==> src/serial_line_discipline_defines.svh <==
// ----------------------------------------------------------------------------
// serial line discipline assertion macros
// shared concurrent check wrappers, empty when built for synthesis
// ----------------------------------------------------------------------------
`ifndef SERIAL_LINE_DISCIPLINE_DEFINES_SVH
`define SERIAL_LINE_DISCIPLINE_DEFINES_SVH

`ifndef SYNTHESIS
// property must hold at every edge out of reset
`define SLD_ASSERT(lbl, clk, rst, prop, msg) \
  lbl: assert property (@(posedge clk) disable iff (rst) (prop)) else $error(msg);
// condition must never be seen out of reset
`define SLD_ASSERT_NEVER(lbl, clk, rst, cond, msg) \
  lbl: assert property (@(posedge clk) disable iff (rst) !(cond)) else $error(msg);
`else
`define SLD_ASSERT(lbl, clk, rst, prop, msg)
`define SLD_ASSERT_NEVER(lbl, clk, rst, cond, msg)
`endif

`endif

==> src/sld_pkg.sv <==
// ----------------------------------------------------------------------------
// sld_pkg
// types and constants shared by the serial line discipline modules
// ----------------------------------------------------------------------------
`timescale 1ns / 1ps

package sld_pkg;

  // result channel codes
  localparam logic [1:0] CH_ECHO  = 2'd0;
  localparam logic [1:0] CH_READ  = 2'd1;
  localparam logic [1:0] CH_EMPTY = 2'd2;

  // special characters
  localparam logic [7:0] CHAR_DEL   = 8'h7F;
  localparam logic [7:0] CHAR_ESC   = 8'h1B;
  localparam logic [7:0] CHAR_CR    = 8'h0D;
  localparam logic [7:0] CHAR_LF    = 8'h0A;
  localparam logic [7:0] CHAR_BRKT  = 8'h5B;
  localparam logic [7:0] CHAR_D     = 8'h44;
  localparam logic [7:0] CHAR_SPACE = 8'h20;
  localparam logic [7:0] UTF_LEAD   = 8'b1100_0000;
  localparam logic [7:0] UTF_CONT   = 8'b1000_0000;
  localparam logic [7:0] LOW6_MASK  = 8'h3F;

  // register byte addresses (word decode on bit 2)
  localparam logic REG_LINE_MODE = 1'b0;

  // command from front to back
  typedef struct packed {
    logic       is_read;
    logic [7:0] ch;
    logic [5:0] max_len;
  } cmd_t;

  // one result item
  typedef struct packed {
    logic [1:0] channel;
    logic [7:0] data;
    logic [5:0] count;
    logic       last;
    logic       overflow;
  } res_t;

  // echo sequence kind
  typedef enum logic [1:0] {
    ECHO_ERASE = 2'b01,
    ECHO_CHAR  = 2'b10
  } echo_kind_t;

  // byte idx of an echo sequence
  function automatic logic [7:0] echo_byte(echo_kind_t kind, logic [7:0] ch,
                                           logic [2:0] idx);
    logic [7:0] b;
    b = 8'h00;
    if (kind == ECHO_ERASE) begin
      case (idx)
        3'd0, 3'd4: b = CHAR_ESC;
        3'd1, 3'd5: b = CHAR_BRKT;
        3'd2, 3'd6: b = CHAR_D;
        3'd3:       b = CHAR_SPACE;
        default:    b = 8'h00;
      endcase
    end else if (idx == 3'd0) begin
      b = ch[7] ? (UTF_LEAD | {6'd0, ch[7:6]}) : ch;
    end else begin
      b = ch[7] ? (UTF_CONT | (ch & LOW6_MASK)) : CHAR_LF;
    end
    return b;
  endfunction

endpackage

==> src/sld_fifo.sv <==
// ----------------------------------------------------------------------------
// sld_fifo
// small synchronous queue used between stages and at the result side
// ----------------------------------------------------------------------------
`timescale 1ns / 1ps

module sld_fifo #(
  parameter int WIDTH = 8,
  parameter int DEPTH = 2
) (
  input  logic             clk,
  input  logic             rst,
  input  logic             push,
  input  logic [WIDTH-1:0] wdata,
  output logic             full,
  input  logic             pop,
  output logic [WIDTH-1:0] rdata,
  output logic             empty
);

  localparam int PW = (DEPTH > 1) ? $clog2(DEPTH) : 1;
  localparam int CW = $clog2(DEPTH + 1);

  logic [WIDTH-1:0] mem [DEPTH];
  logic [PW-1:0]    wr_ptr;
  logic [PW-1:0]    rd_ptr;
  logic [CW-1:0]    count;
  logic             do_push;
  logic             do_pop;

  // handshake qualifiers
  assign full    = (count == CW'(DEPTH));
  assign empty   = (count == '0);
  assign do_push = push && !full;
  assign do_pop  = pop && !empty;
  assign rdata   = mem[rd_ptr];

  // storage
  always_ff @(posedge clk) begin
    if (do_push) begin
      mem[wr_ptr] <= wdata;
    end
  end

  // pointers and occupancy
  always_ff @(posedge clk) begin
    if (rst) begin
      wr_ptr <= '0;
      rd_ptr <= '0;
      count  <= '0;
    end else begin
      if (do_push) begin
        wr_ptr <= (wr_ptr == PW'(DEPTH - 1)) ? '0 : wr_ptr + 1'b1;
      end
      if (do_pop) begin
        rd_ptr <= (rd_ptr == PW'(DEPTH - 1)) ? '0 : rd_ptr + 1'b1;
      end
      if (do_push && !do_pop) begin
        count <= count + 1'b1;
      end else if (do_pop && !do_push) begin
        count <= count - 1'b1;
      end
    end
  end

endmodule

==> src/sld_front.sv <==
// ----------------------------------------------------------------------------
// sld_front
// takes requests, handles escape skip and lead bytes, issues commands
// ----------------------------------------------------------------------------
`timescale 1ns / 1ps

module sld_front
  import sld_pkg::*;
(
  input  logic       clk,
  input  logic       rst,
  input  logic       line_mode,
  input  logic       push,
  output logic       full,
  input  logic       req_type,
  input  logic [7:0] rx_byte,
  input  logic [5:0] max_len,
  output logic       cmd_push,
  output cmd_t       cmd,
  input  logic       cmd_full
);

  logic [1:0] skip_left;
  logic       lead_pending;
  logic [7:0] lead_byte;
  logic       take;
  logic [7:0] ch;
  logic       is_char;

  assign full = cmd_full;
  assign take = push && !cmd_full;

  // classify the request
  always_comb begin
    ch      = lead_pending ? {lead_byte[1:0], rx_byte[5:0]} : rx_byte;
    is_char = !req_type && (skip_left == 2'd0) && (lead_pending || !rx_byte[7]);
    cmd_push    = take && (req_type || (is_char && !(line_mode && ch == CHAR_ESC)));
    cmd.is_read = req_type;
    cmd.ch      = ch;
    cmd.max_len = max_len;
  end

  // skip and lead state
  always_ff @(posedge clk) begin
    if (rst) begin
      skip_left    <= 2'd0;
      lead_pending <= 1'b0;
      lead_byte    <= 8'd0;
    end else if (take && !req_type) begin
      if (skip_left != 2'd0) begin
        skip_left <= skip_left - 2'd1;
      end else if (!lead_pending && rx_byte[7]) begin
        lead_pending <= 1'b1;
        lead_byte    <= rx_byte;
      end else begin
        lead_pending <= 1'b0;
        if (line_mode && ch == CHAR_ESC) begin
          skip_left <= 2'd2;
        end
      end
    end
  end

endmodule

==> src/sld_back.sv <==
// ----------------------------------------------------------------------------
// sld_back
// character store, echo generation and read sequencing
// ----------------------------------------------------------------------------
`timescale 1ns / 1ps
`include "serial_line_discipline_defines.svh"

module sld_back
  import sld_pkg::*;
#(
  parameter int BUFFER_DEPTH = 32
) (
  input  logic clk,
  input  logic rst,
  input  logic line_mode,
  input  logic cmd_empty,
  input  cmd_t cmd,
  output logic cmd_pop,
  output logic out_push,
  output res_t out_res,
  input  logic out_full
);

  localparam int PW = $clog2(BUFFER_DEPTH);
  localparam int FW = $clog2(BUFFER_DEPTH + 1);

  typedef enum logic [7:0] {
    ST_IDLE     = 8'b0000_0001,
    ST_DECODE   = 8'b0000_0010,
    ST_ECHO     = 8'b0000_0100,
    ST_EMPTY    = 8'b0000_1000,
    ST_SCAN_RD  = 8'b0001_0000,
    ST_SCAN_CHK = 8'b0010_0000,
    ST_EMIT_RD  = 8'b0100_0000,
    ST_EMIT_OUT = 8'b1000_0000
  } state_t;

  state_t      state;
  cmd_t        cmd_r;
  logic [7:0]  mem [BUFFER_DEPTH];
  logic [7:0]  mem_q;
  logic [PW-1:0] head;
  logic [PW-1:0] tail;
  logic [PW-1:0] rd_ptr;
  logic [FW-1:0] fill;
  logic [FW-1:0] idx;
  logic [FW-1:0] lim;
  logic [FW-1:0] cnt;
  logic [2:0]  echo_idx;
  logic [2:0]  echo_len;
  echo_kind_t  echo_kind;
  logic        ovf;
  logic        store_c;
  logic        full_c;
  logic [FW-1:0] n_c;
  logic [FW-1:0] lim_c;
  logic        last_item;
  logic [FW:0] tail_sum;
  logic [PW-1:0] tail_chk;

  function automatic logic [PW-1:0] ptr_inc(logic [PW-1:0] p);
    return (p == PW'(BUFFER_DEPTH - 1)) ? '0 : p + 1'b1;
  endfunction

  function automatic logic [PW-1:0] ptr_dec(logic [PW-1:0] p);
    return (p == '0) ? PW'(BUFFER_DEPTH - 1) : p - 1'b1;
  endfunction

  // decode helpers
  assign full_c    = (fill == FW'(BUFFER_DEPTH));
  assign n_c       = (cmd_r.max_len > 6'(BUFFER_DEPTH)) ? FW'(BUFFER_DEPTH)
                                                        : FW'(cmd_r.max_len);
  assign lim_c     = (n_c < fill) ? n_c : fill;
  assign store_c   = (state == ST_DECODE) && !cmd_r.is_read && !full_c &&
                     (!line_mode || cmd_r.ch != CHAR_DEL);
  assign last_item = (idx == cnt - 1'b1);
  assign cmd_pop   = (state == ST_IDLE) && !cmd_empty;

  // store write and registered read
  always_ff @(posedge clk) begin
    if (store_c) begin
      mem[tail] <= cmd_r.ch;
    end
    if (state == ST_SCAN_RD || state == ST_EMIT_RD) begin
      mem_q <= mem[rd_ptr];
    end
  end

  // result item
  always_comb begin
    out_push = 1'b0;
    out_res  = '0;
    case (state)
      ST_ECHO: begin
        out_push         = !out_full;
        out_res.channel  = CH_ECHO;
        out_res.data     = echo_byte(echo_kind, cmd_r.ch, echo_idx);
        out_res.last     = (echo_idx == echo_len - 3'd1);
        out_res.overflow = ovf;
      end
      ST_EMPTY: begin
        out_push        = !out_full;
        out_res.channel = CH_EMPTY;
        out_res.last    = 1'b1;
      end
      ST_EMIT_OUT: begin
        out_push        = !out_full;
        out_res.channel = CH_READ;
        out_res.data    = (line_mode && last_item) ? CHAR_LF : mem_q;
        out_res.count   = last_item ? 6'(cnt) : 6'd0;
        out_res.last    = last_item;
      end
      default: begin
        out_push = 1'b0;
      end
    endcase
  end

  // sequencer
  always_ff @(posedge clk) begin
    if (rst) begin
      state <= ST_IDLE;
      fill  <= '0;
      head  <= '0;
      tail  <= '0;
    end else begin
      case (state)
        ST_IDLE: begin
          if (!cmd_empty) begin
            cmd_r <= cmd;
            state <= ST_DECODE;
          end
        end
        ST_DECODE: begin
          echo_idx <= 3'd0;
          idx      <= '0;
          rd_ptr   <= head;
          lim      <= lim_c;
          cnt      <= lim_c;
          if (store_c) begin
            tail <= ptr_inc(tail);
            fill <= fill + 1'b1;
          end
          if (cmd_r.is_read) begin
            if (fill == '0 || (!line_mode && lim_c == '0)) begin
              state <= ST_EMPTY;
            end else if (!line_mode) begin
              state <= ST_EMIT_RD;
            end else begin
              state <= ST_SCAN_RD;
            end
          end else if (!line_mode) begin
            state <= ST_IDLE;
          end else if (cmd_r.ch == CHAR_DEL) begin
            echo_kind <= ECHO_ERASE;
            echo_len  <= 3'd7;
            ovf       <= 1'b0;
            if (fill != '0) begin
              fill  <= fill - 1'b1;
              tail  <= ptr_dec(tail);
              state <= ST_ECHO;
            end else begin
              state <= ST_IDLE;
            end
          end else begin
            echo_kind <= ECHO_CHAR;
            echo_len  <= (cmd_r.ch[7] || cmd_r.ch == CHAR_CR) ? 3'd2 : 3'd1;
            ovf       <= full_c;
            state     <= ST_ECHO;
          end
        end
        ST_ECHO: begin
          if (!out_full) begin
            if (echo_idx == echo_len - 3'd1) begin
              state <= ST_IDLE;
            end else begin
              echo_idx <= echo_idx + 3'd1;
            end
          end
        end
        ST_EMPTY: begin
          if (!out_full) begin
            state <= ST_IDLE;
          end
        end
        ST_SCAN_RD: begin
          if (idx == lim) begin
            if (lim == fill) begin
              state <= ST_EMPTY;
            end else begin
              cnt    <= idx + 1'b1;
              idx    <= '0;
              rd_ptr <= head;
              state  <= ST_EMIT_RD;
            end
          end else begin
            state <= ST_SCAN_CHK;
          end
        end
        ST_SCAN_CHK: begin
          if (mem_q == CHAR_CR) begin
            cnt    <= idx + 1'b1;
            idx    <= '0;
            rd_ptr <= head;
            state  <= ST_EMIT_RD;
          end else begin
            idx    <= idx + 1'b1;
            rd_ptr <= ptr_inc(rd_ptr);
            state  <= ST_SCAN_RD;
          end
        end
        ST_EMIT_RD: begin
          state <= ST_EMIT_OUT;
        end
        ST_EMIT_OUT: begin
          if (!out_full) begin
            if (last_item) begin
              head  <= ptr_inc(rd_ptr);
              fill  <= fill - cnt;
              state <= ST_IDLE;
            end else begin
              idx    <= idx + 1'b1;
              rd_ptr <= ptr_inc(rd_ptr);
              state  <= ST_EMIT_RD;
            end
          end
        end
        default: begin
          state <= ST_IDLE;
        end
      endcase
    end
  end

  // expected write pointer from head and fill
  assign tail_sum = {1'b0, FW'(head)} + {1'b0, fill};
  assign tail_chk = (tail_sum >= (FW + 1)'(BUFFER_DEPTH))
                    ? PW'(tail_sum - (FW + 1)'(BUFFER_DEPTH)) : PW'(tail_sum);

  `SLD_ASSERT_NEVER(a_fill_bound, clk, rst, fill > FW'(BUFFER_DEPTH), "fill above depth")
  `SLD_ASSERT(a_tail_track, clk, rst, tail == tail_chk, "write pointer out of step")
  `SLD_ASSERT(a_push_room, clk, rst, out_push |-> !out_full, "result pushed into full queue")
  `SLD_ASSERT(a_emit_range, clk, rst, (state == ST_EMIT_OUT) |-> (idx < cnt), "read index past count")

endmodule

==> src/serial_line_discipline.sv <==
// ----------------------------------------------------------------------------
// serial_line_discipline
// tty style line discipline: echo, line editing and read delivery
// ----------------------------------------------------------------------------
// channel   side    handshake               payload
// request   in      push / full             req_type, rx_byte, max_len
// result    out     pop / empty             channel, data_byte, read_count,
//                                           last, overflow
// config    in/out  psel penable pwrite     paddr, pwdata, prdata (line_mode)
//
// every command passes through take and decode in the back before its work
// a received byte then yields one echo byte per cycle unless stalled (none to 7)
// a canonical read scans the store a character at a time, then sends each byte;
// a raw read only sends; each step reads the store, so its read port sets the pace
// one command is worked at a time; a 2-entry queue decouples front and back
// a stalled result side stops the back, the front keeps taking requests
// until the command queue fills; reset is synchronous and empties the store
// ----------------------------------------------------------------------------
`timescale 1ns / 1ps

module serial_line_discipline
  import sld_pkg::*;
#(
  parameter int BUFFER_DEPTH = 32
) (
  input  logic        clk,
  input  logic        rst,
  input  logic        psel,
  input  logic        penable,
  input  logic        pwrite,
  input  logic [2:0]  paddr,
  input  logic [31:0] pwdata,
  output logic [31:0] prdata,
  output logic        pready,
  input  logic        push,
  output logic        full,
  input  logic        req_type,
  input  logic [7:0]  rx_byte,
  input  logic [5:0]  max_len,
  output logic        empty,
  input  logic        pop,
  output logic [1:0]  channel,
  output logic [7:0]  data_byte,
  output logic [5:0]  read_count,
  output logic        last,
  output logic        overflow
);

  logic line_mode;
  logic cmd_push;
  logic cmd_full;
  logic cmd_empty;
  logic cmd_pop;
  cmd_t cmd_in;
  cmd_t cmd_out;
  logic out_push;
  logic out_full;
  res_t out_res;
  res_t res_q;

  // configuration register
  assign pready = 1'b1;
  assign prdata = (paddr[2] == REG_LINE_MODE) ? {31'd0, line_mode} : 32'd0;

  always_ff @(posedge clk) begin
    if (rst) begin
      line_mode <= 1'b1;
    end else if (psel && penable && pwrite && paddr[2] == REG_LINE_MODE) begin
      line_mode <= pwdata[0];
    end
  end

  // front: classify requests
  sld_front u_front (
    .clk       (clk),
    .rst       (rst),
    .line_mode (line_mode),
    .push      (push),
    .full      (full),
    .req_type  (req_type),
    .rx_byte   (rx_byte),
    .max_len   (max_len),
    .cmd_push  (cmd_push),
    .cmd       (cmd_in),
    .cmd_full  (cmd_full)
  );

  // command queue
  sld_fifo #(
    .WIDTH ($bits(cmd_t)),
    .DEPTH (2)
  ) u_cmdq (
    .clk   (clk),
    .rst   (rst),
    .push  (cmd_push),
    .wdata (cmd_in),
    .full  (cmd_full),
    .pop   (cmd_pop),
    .rdata (cmd_out),
    .empty (cmd_empty)
  );

  // back: store, echo and reads
  sld_back #(
    .BUFFER_DEPTH (BUFFER_DEPTH)
  ) u_back (
    .clk       (clk),
    .rst       (rst),
    .line_mode (line_mode),
    .cmd_empty (cmd_empty),
    .cmd       (cmd_out),
    .cmd_pop   (cmd_pop),
    .out_push  (out_push),
    .out_res   (out_res),
    .out_full  (out_full)
  );

  // result queue
  sld_fifo #(
    .WIDTH ($bits(res_t)),
    .DEPTH (2)
  ) u_outq (
    .clk   (clk),
    .rst   (rst),
    .push  (out_push),
    .wdata (out_res),
    .full  (out_full),
    .pop   (pop),
    .rdata (res_q),
    .empty (empty)
  );

  assign channel    = res_q.channel;
  assign data_byte  = res_q.data;
  assign read_count = res_q.count;
  assign last       = res_q.last;
  assign overflow   = res_q.overflow;

endmodule
==> config.mk <==
export PLATFORM = sky130hd
export DESIGN_NAME = serial_line_discipline
export DESIGN_NICKNAME = d
export VERILOG_FILES = /design/src/sld_pkg.sv /design/src/sld_fifo.sv /design/src/sld_front.sv /design/src/sld_back.sv /design/src/serial_line_discipline.sv
export VERILOG_INCLUDE_DIRS = /design/src /design/src/src
export SDC_FILE = /design/constraint.sdc
export NUM_CORES = 1
export LEC_CHECK = 0
export BUFFER_PORTS_ARGS = -buffer_cell sky130_fd_sc_hd__buf_2
export CORE_MARGIN = 2
export CORE_UTILIZATION = 55
export DETAILED_ROUTE_END_ITERATION = 8
export GPL_TIMING_DRIVEN = 1
export PLACE_DENSITY_LB_ADDON = 0.1
export SETUP_SLACK_MARGIN = 0.2
export SYNTH_ARGS = -nofsm -noshare
export SYNTH_HDL_FRONTEND = slang
export SYNTH_SLANG_ARGS = --single-unit
==> constraint.sdc <==
create_clock -name clk -period 3.77 [get_ports clk]
set_clock_uncertainty 0.1 [all_clocks]
set_input_delay 0 -clock clk [delete_from_list [all_inputs] [get_ports clk]]
set_output_delay 0 -clock clk [all_outputs]
set_load 0.03 [all_outputs]
==> impl_metrics.yaml <==
clock_network:
  worstSkewPairLatency_ns: 0.53
  cts_setup_buffers: 0
  cts_resized: 0
  cts_tree: "done"
  clk_pin_slew_worst_paths_ns: 0.06
  htree_levels: 2
  max-clock-path-buffers: 3
  cts-hold-fix-buffers: 22
  cts_buffers: 42
  clockRootBuffer: "clkbuf_16"
  cts_sinks: 416
floorplan:
  io_pins: 110
  start_util_pct: 56.1
  die_h_um: 187
  fp-row-count: 66
  die_w_um: 187
  coreArea_um2: 32800
  fp.dieArea_um2: 34900
timing:
  fin_ws_ns: 0.792
  setup_violations: 0
  slew_violations: 0
  post-route-period-util_pct: 79.0
  clock.fmax_mhz: 336
  tns_ns: 0
  rsz0062_at_grt: "false"
  tightest_slew_ns: 1.04
  finalCriticalPeriod_ns: 2.98
  slew-limit-headroom_pct: 30.1
  hold_viol_final: 0
  hold_slack_ns: 0.0982
global_route:
  grt_pass1_wl_um: 60600
  grt_max_degree: 49
  grt_usage_pct: 22.4
  antenna_found_initial: 1
  gr-total-overflow: 0
  grt_pass1_vias: 10400
drt:
  wl_um: 38800
  dr.first_iter.drc_count: 828
  wl_per_cell_um: 21.4
  first_pass_iters: 5
  vias_per_cell: 5.83
  via_count: 10600
  ant_nets: 0
  post-route-drc-count: 0
critical_path:
  cpPeakStageDelay_ns: 0.45
  worst_path_max_delay_cell: "and3_1"
  cp_max_fo: 11
  path_cells: "nor4_1, buf_4, and3b_1, and3_1, nand2_1, nor3_1, buf_4"
  r2r_start: "u_back.state[3]"
  cp-startpoint: "u_back.state[3]"
  critical_path_class: "flop to flop"
  cpMostUsedCell: "buf_4"
  critPathBufInv: 2
  startpoint_type: "flop"
  path_delay_family: "simple AND/OR/NAND/NOR gates"
  crit_arrival_ns: 3.11
  cp_data_required_time_ns: 3.90
  cp-end-kind: "flop"
status:
  status: "finished, final reports clean"
finish:
  final_cell_mix: "377 x edfxtp_1, 97 x nor2_1, 72 x mux2i_1, 57 x nand2_1, 53 x buf_4"
  syn_to_final_growth_pct: 12.7
  final_common_cell: "edfxtp_1"
  drive_gt1_share_pct: 18.8
  fin_nets: 1435
  nFillCells: 2417
  antenna_cells: 0
  design_area_um2: 20700
place:
  io_buffers: 44
  dpl_worst_slack_ns: 0.845
  place_area_um2: 19200
  routabilityCongestion: 0.828
  dp_hpwl_um: 25000
yosys:
  syn_area_um2: 18400
  syn_avg_cell_area_um2: 14.8
  synth_seq_cells: 416
  synthArstFlopShare_pct: 0
  yosys_warnings: 0
  seq_area_frac_synth_pct: 65.8
  synth_edf_count: 377
  ys_types: 78
  syn_inst: 1241
  synth_ff_type: "edfxtp_1"
pwr:
  p_leak_nw: 7.17
  peakVddDrop_uv: 418
  power_w: 0.0106
  p_per_area_nw_per_um2: 509
worst_hold_path:
  hold_path_class: "input pin to flop"
  holdCritStartpoint: "max_len[2]"
job:
  maxCapViolations: 0
report_power, final:
part | leakage, nW | internal (W) | switching (W) | total (W)
Sequential | 3.67 | 0.00532 | 0.000162 | 0.00548
Clock | 0.634 | 0.00228 | 0.00167 | 0.00396
Combinational | 2.87 | 0.000411 | 0.000717 | 0.00113
Total | 7.17 | 0.00801 | 0.00255 | 0.0106
per-stage QoR:
stage	utilization, %	instances
after floorplan	-	1271
after global placement	58.6	1720
after detailed placement	58.6	1720
after CTS	63.2	1818
after global routing	63.2	1818
final	63.2	1818
kinds of logic (layout without fill, tap and decap cells):
family                   Yosys count  count (layout)  synth area share (%)
multiplexers                     157             157                  11.6
buffers and inverters            129             234                  3.53
other                              2              32                0.0408
AO/OA/AOI/OAI                    169             169                  6.53
XOR/XNOR                          42              42                  2.07
adder cells (fa/ha/maj)           34              34                  2.35
AND/OR/NAND/NOR                  292             292                  8.16
flip-flops                       416             416                  65.8
state kept, by name (all words and copies together) (netlist names), 3 cells and up, named ones only:
name,cells
u_outq.mem,36
u_back.state,8
u_back.tail,5
u_back.head,5
u_back.mem_q,8
u_back.mem,256
u_back.echo_idx,3
u_back.rd_ptr,5
u_cmdq.mem,30
u_back.fill,6
u_back.idx,6
u_back.lim,6
u_back.cmd_r,15
u_back.echo_len,3
u_back.cnt,6
metal layers:
layer,global-route usage (%),share of wire [%],vias up
met5,0,0,-
met3,4.09,6.7,50
li1,-,-,4930
met2,34.9,46,349
met4,4.70,1.6,0
met1,33.3,45,5264
path summary, 6_finish.rpt:
| kind | to | slack, ns | cells after the start |
|---|---|---|---|
| worst min-delay path | u_cmdq.mem[1][2] | 0.1 | 2 |
| worst max register to register | u_back.mem[22][2] | 0.79 | 7 |
| worst min register to register | u_back.head[3] | 0.39 | 2 |
| worst max-delay path | u_back.mem[22][2] | 0.79 | 7 |
synthesized netlist by cell type, types with 6 or more instances:
cell      instances  area share [%]
a211oi_1          6            0.24
a21oi_1          37             1.0
a31oi_1           6            0.20
and2_1            7            0.24
and3_1           14            0.48
buf_2            15            0.41
buf_4            33             1.3
clkbuf_1         35            0.71
dfxtp_1          39             4.2
edfxtp_1        377              62
ha_1             33             2.2
inv_1            37            0.75
mux2_2           45             2.8
mux2i_1          72             3.9
mux4_2           40             4.9
nand2_1          57             1.2
nand2b_1          7            0.24
nand3_1          14            0.38
nor2_1           97             2.0
nor2b_1          20            0.68
nor3_1           22            0.60
nor4_1           12            0.41
o21ai_0          25            0.68
o221ai_1         32             1.5
o22ai_1           9            0.31
or3_1             9            0.31
xnor2_1          17            0.81
xor2_1           24             1.1
final cells by class:
type                            count  area (um2)  area share [%]
Tap cell                          442         553            2.67
Clock inverter                     17         146           0.706
Clock buffer                       59        1160            5.58
Inverter                           38         143           0.688
Sequential cell                   416       12100            58.4
Multi-Input combinational cell    726        5780            27.9
Timing Repair Buffer              120         858            4.14
No activity file was read; power rests on OpenSTA's default activity.
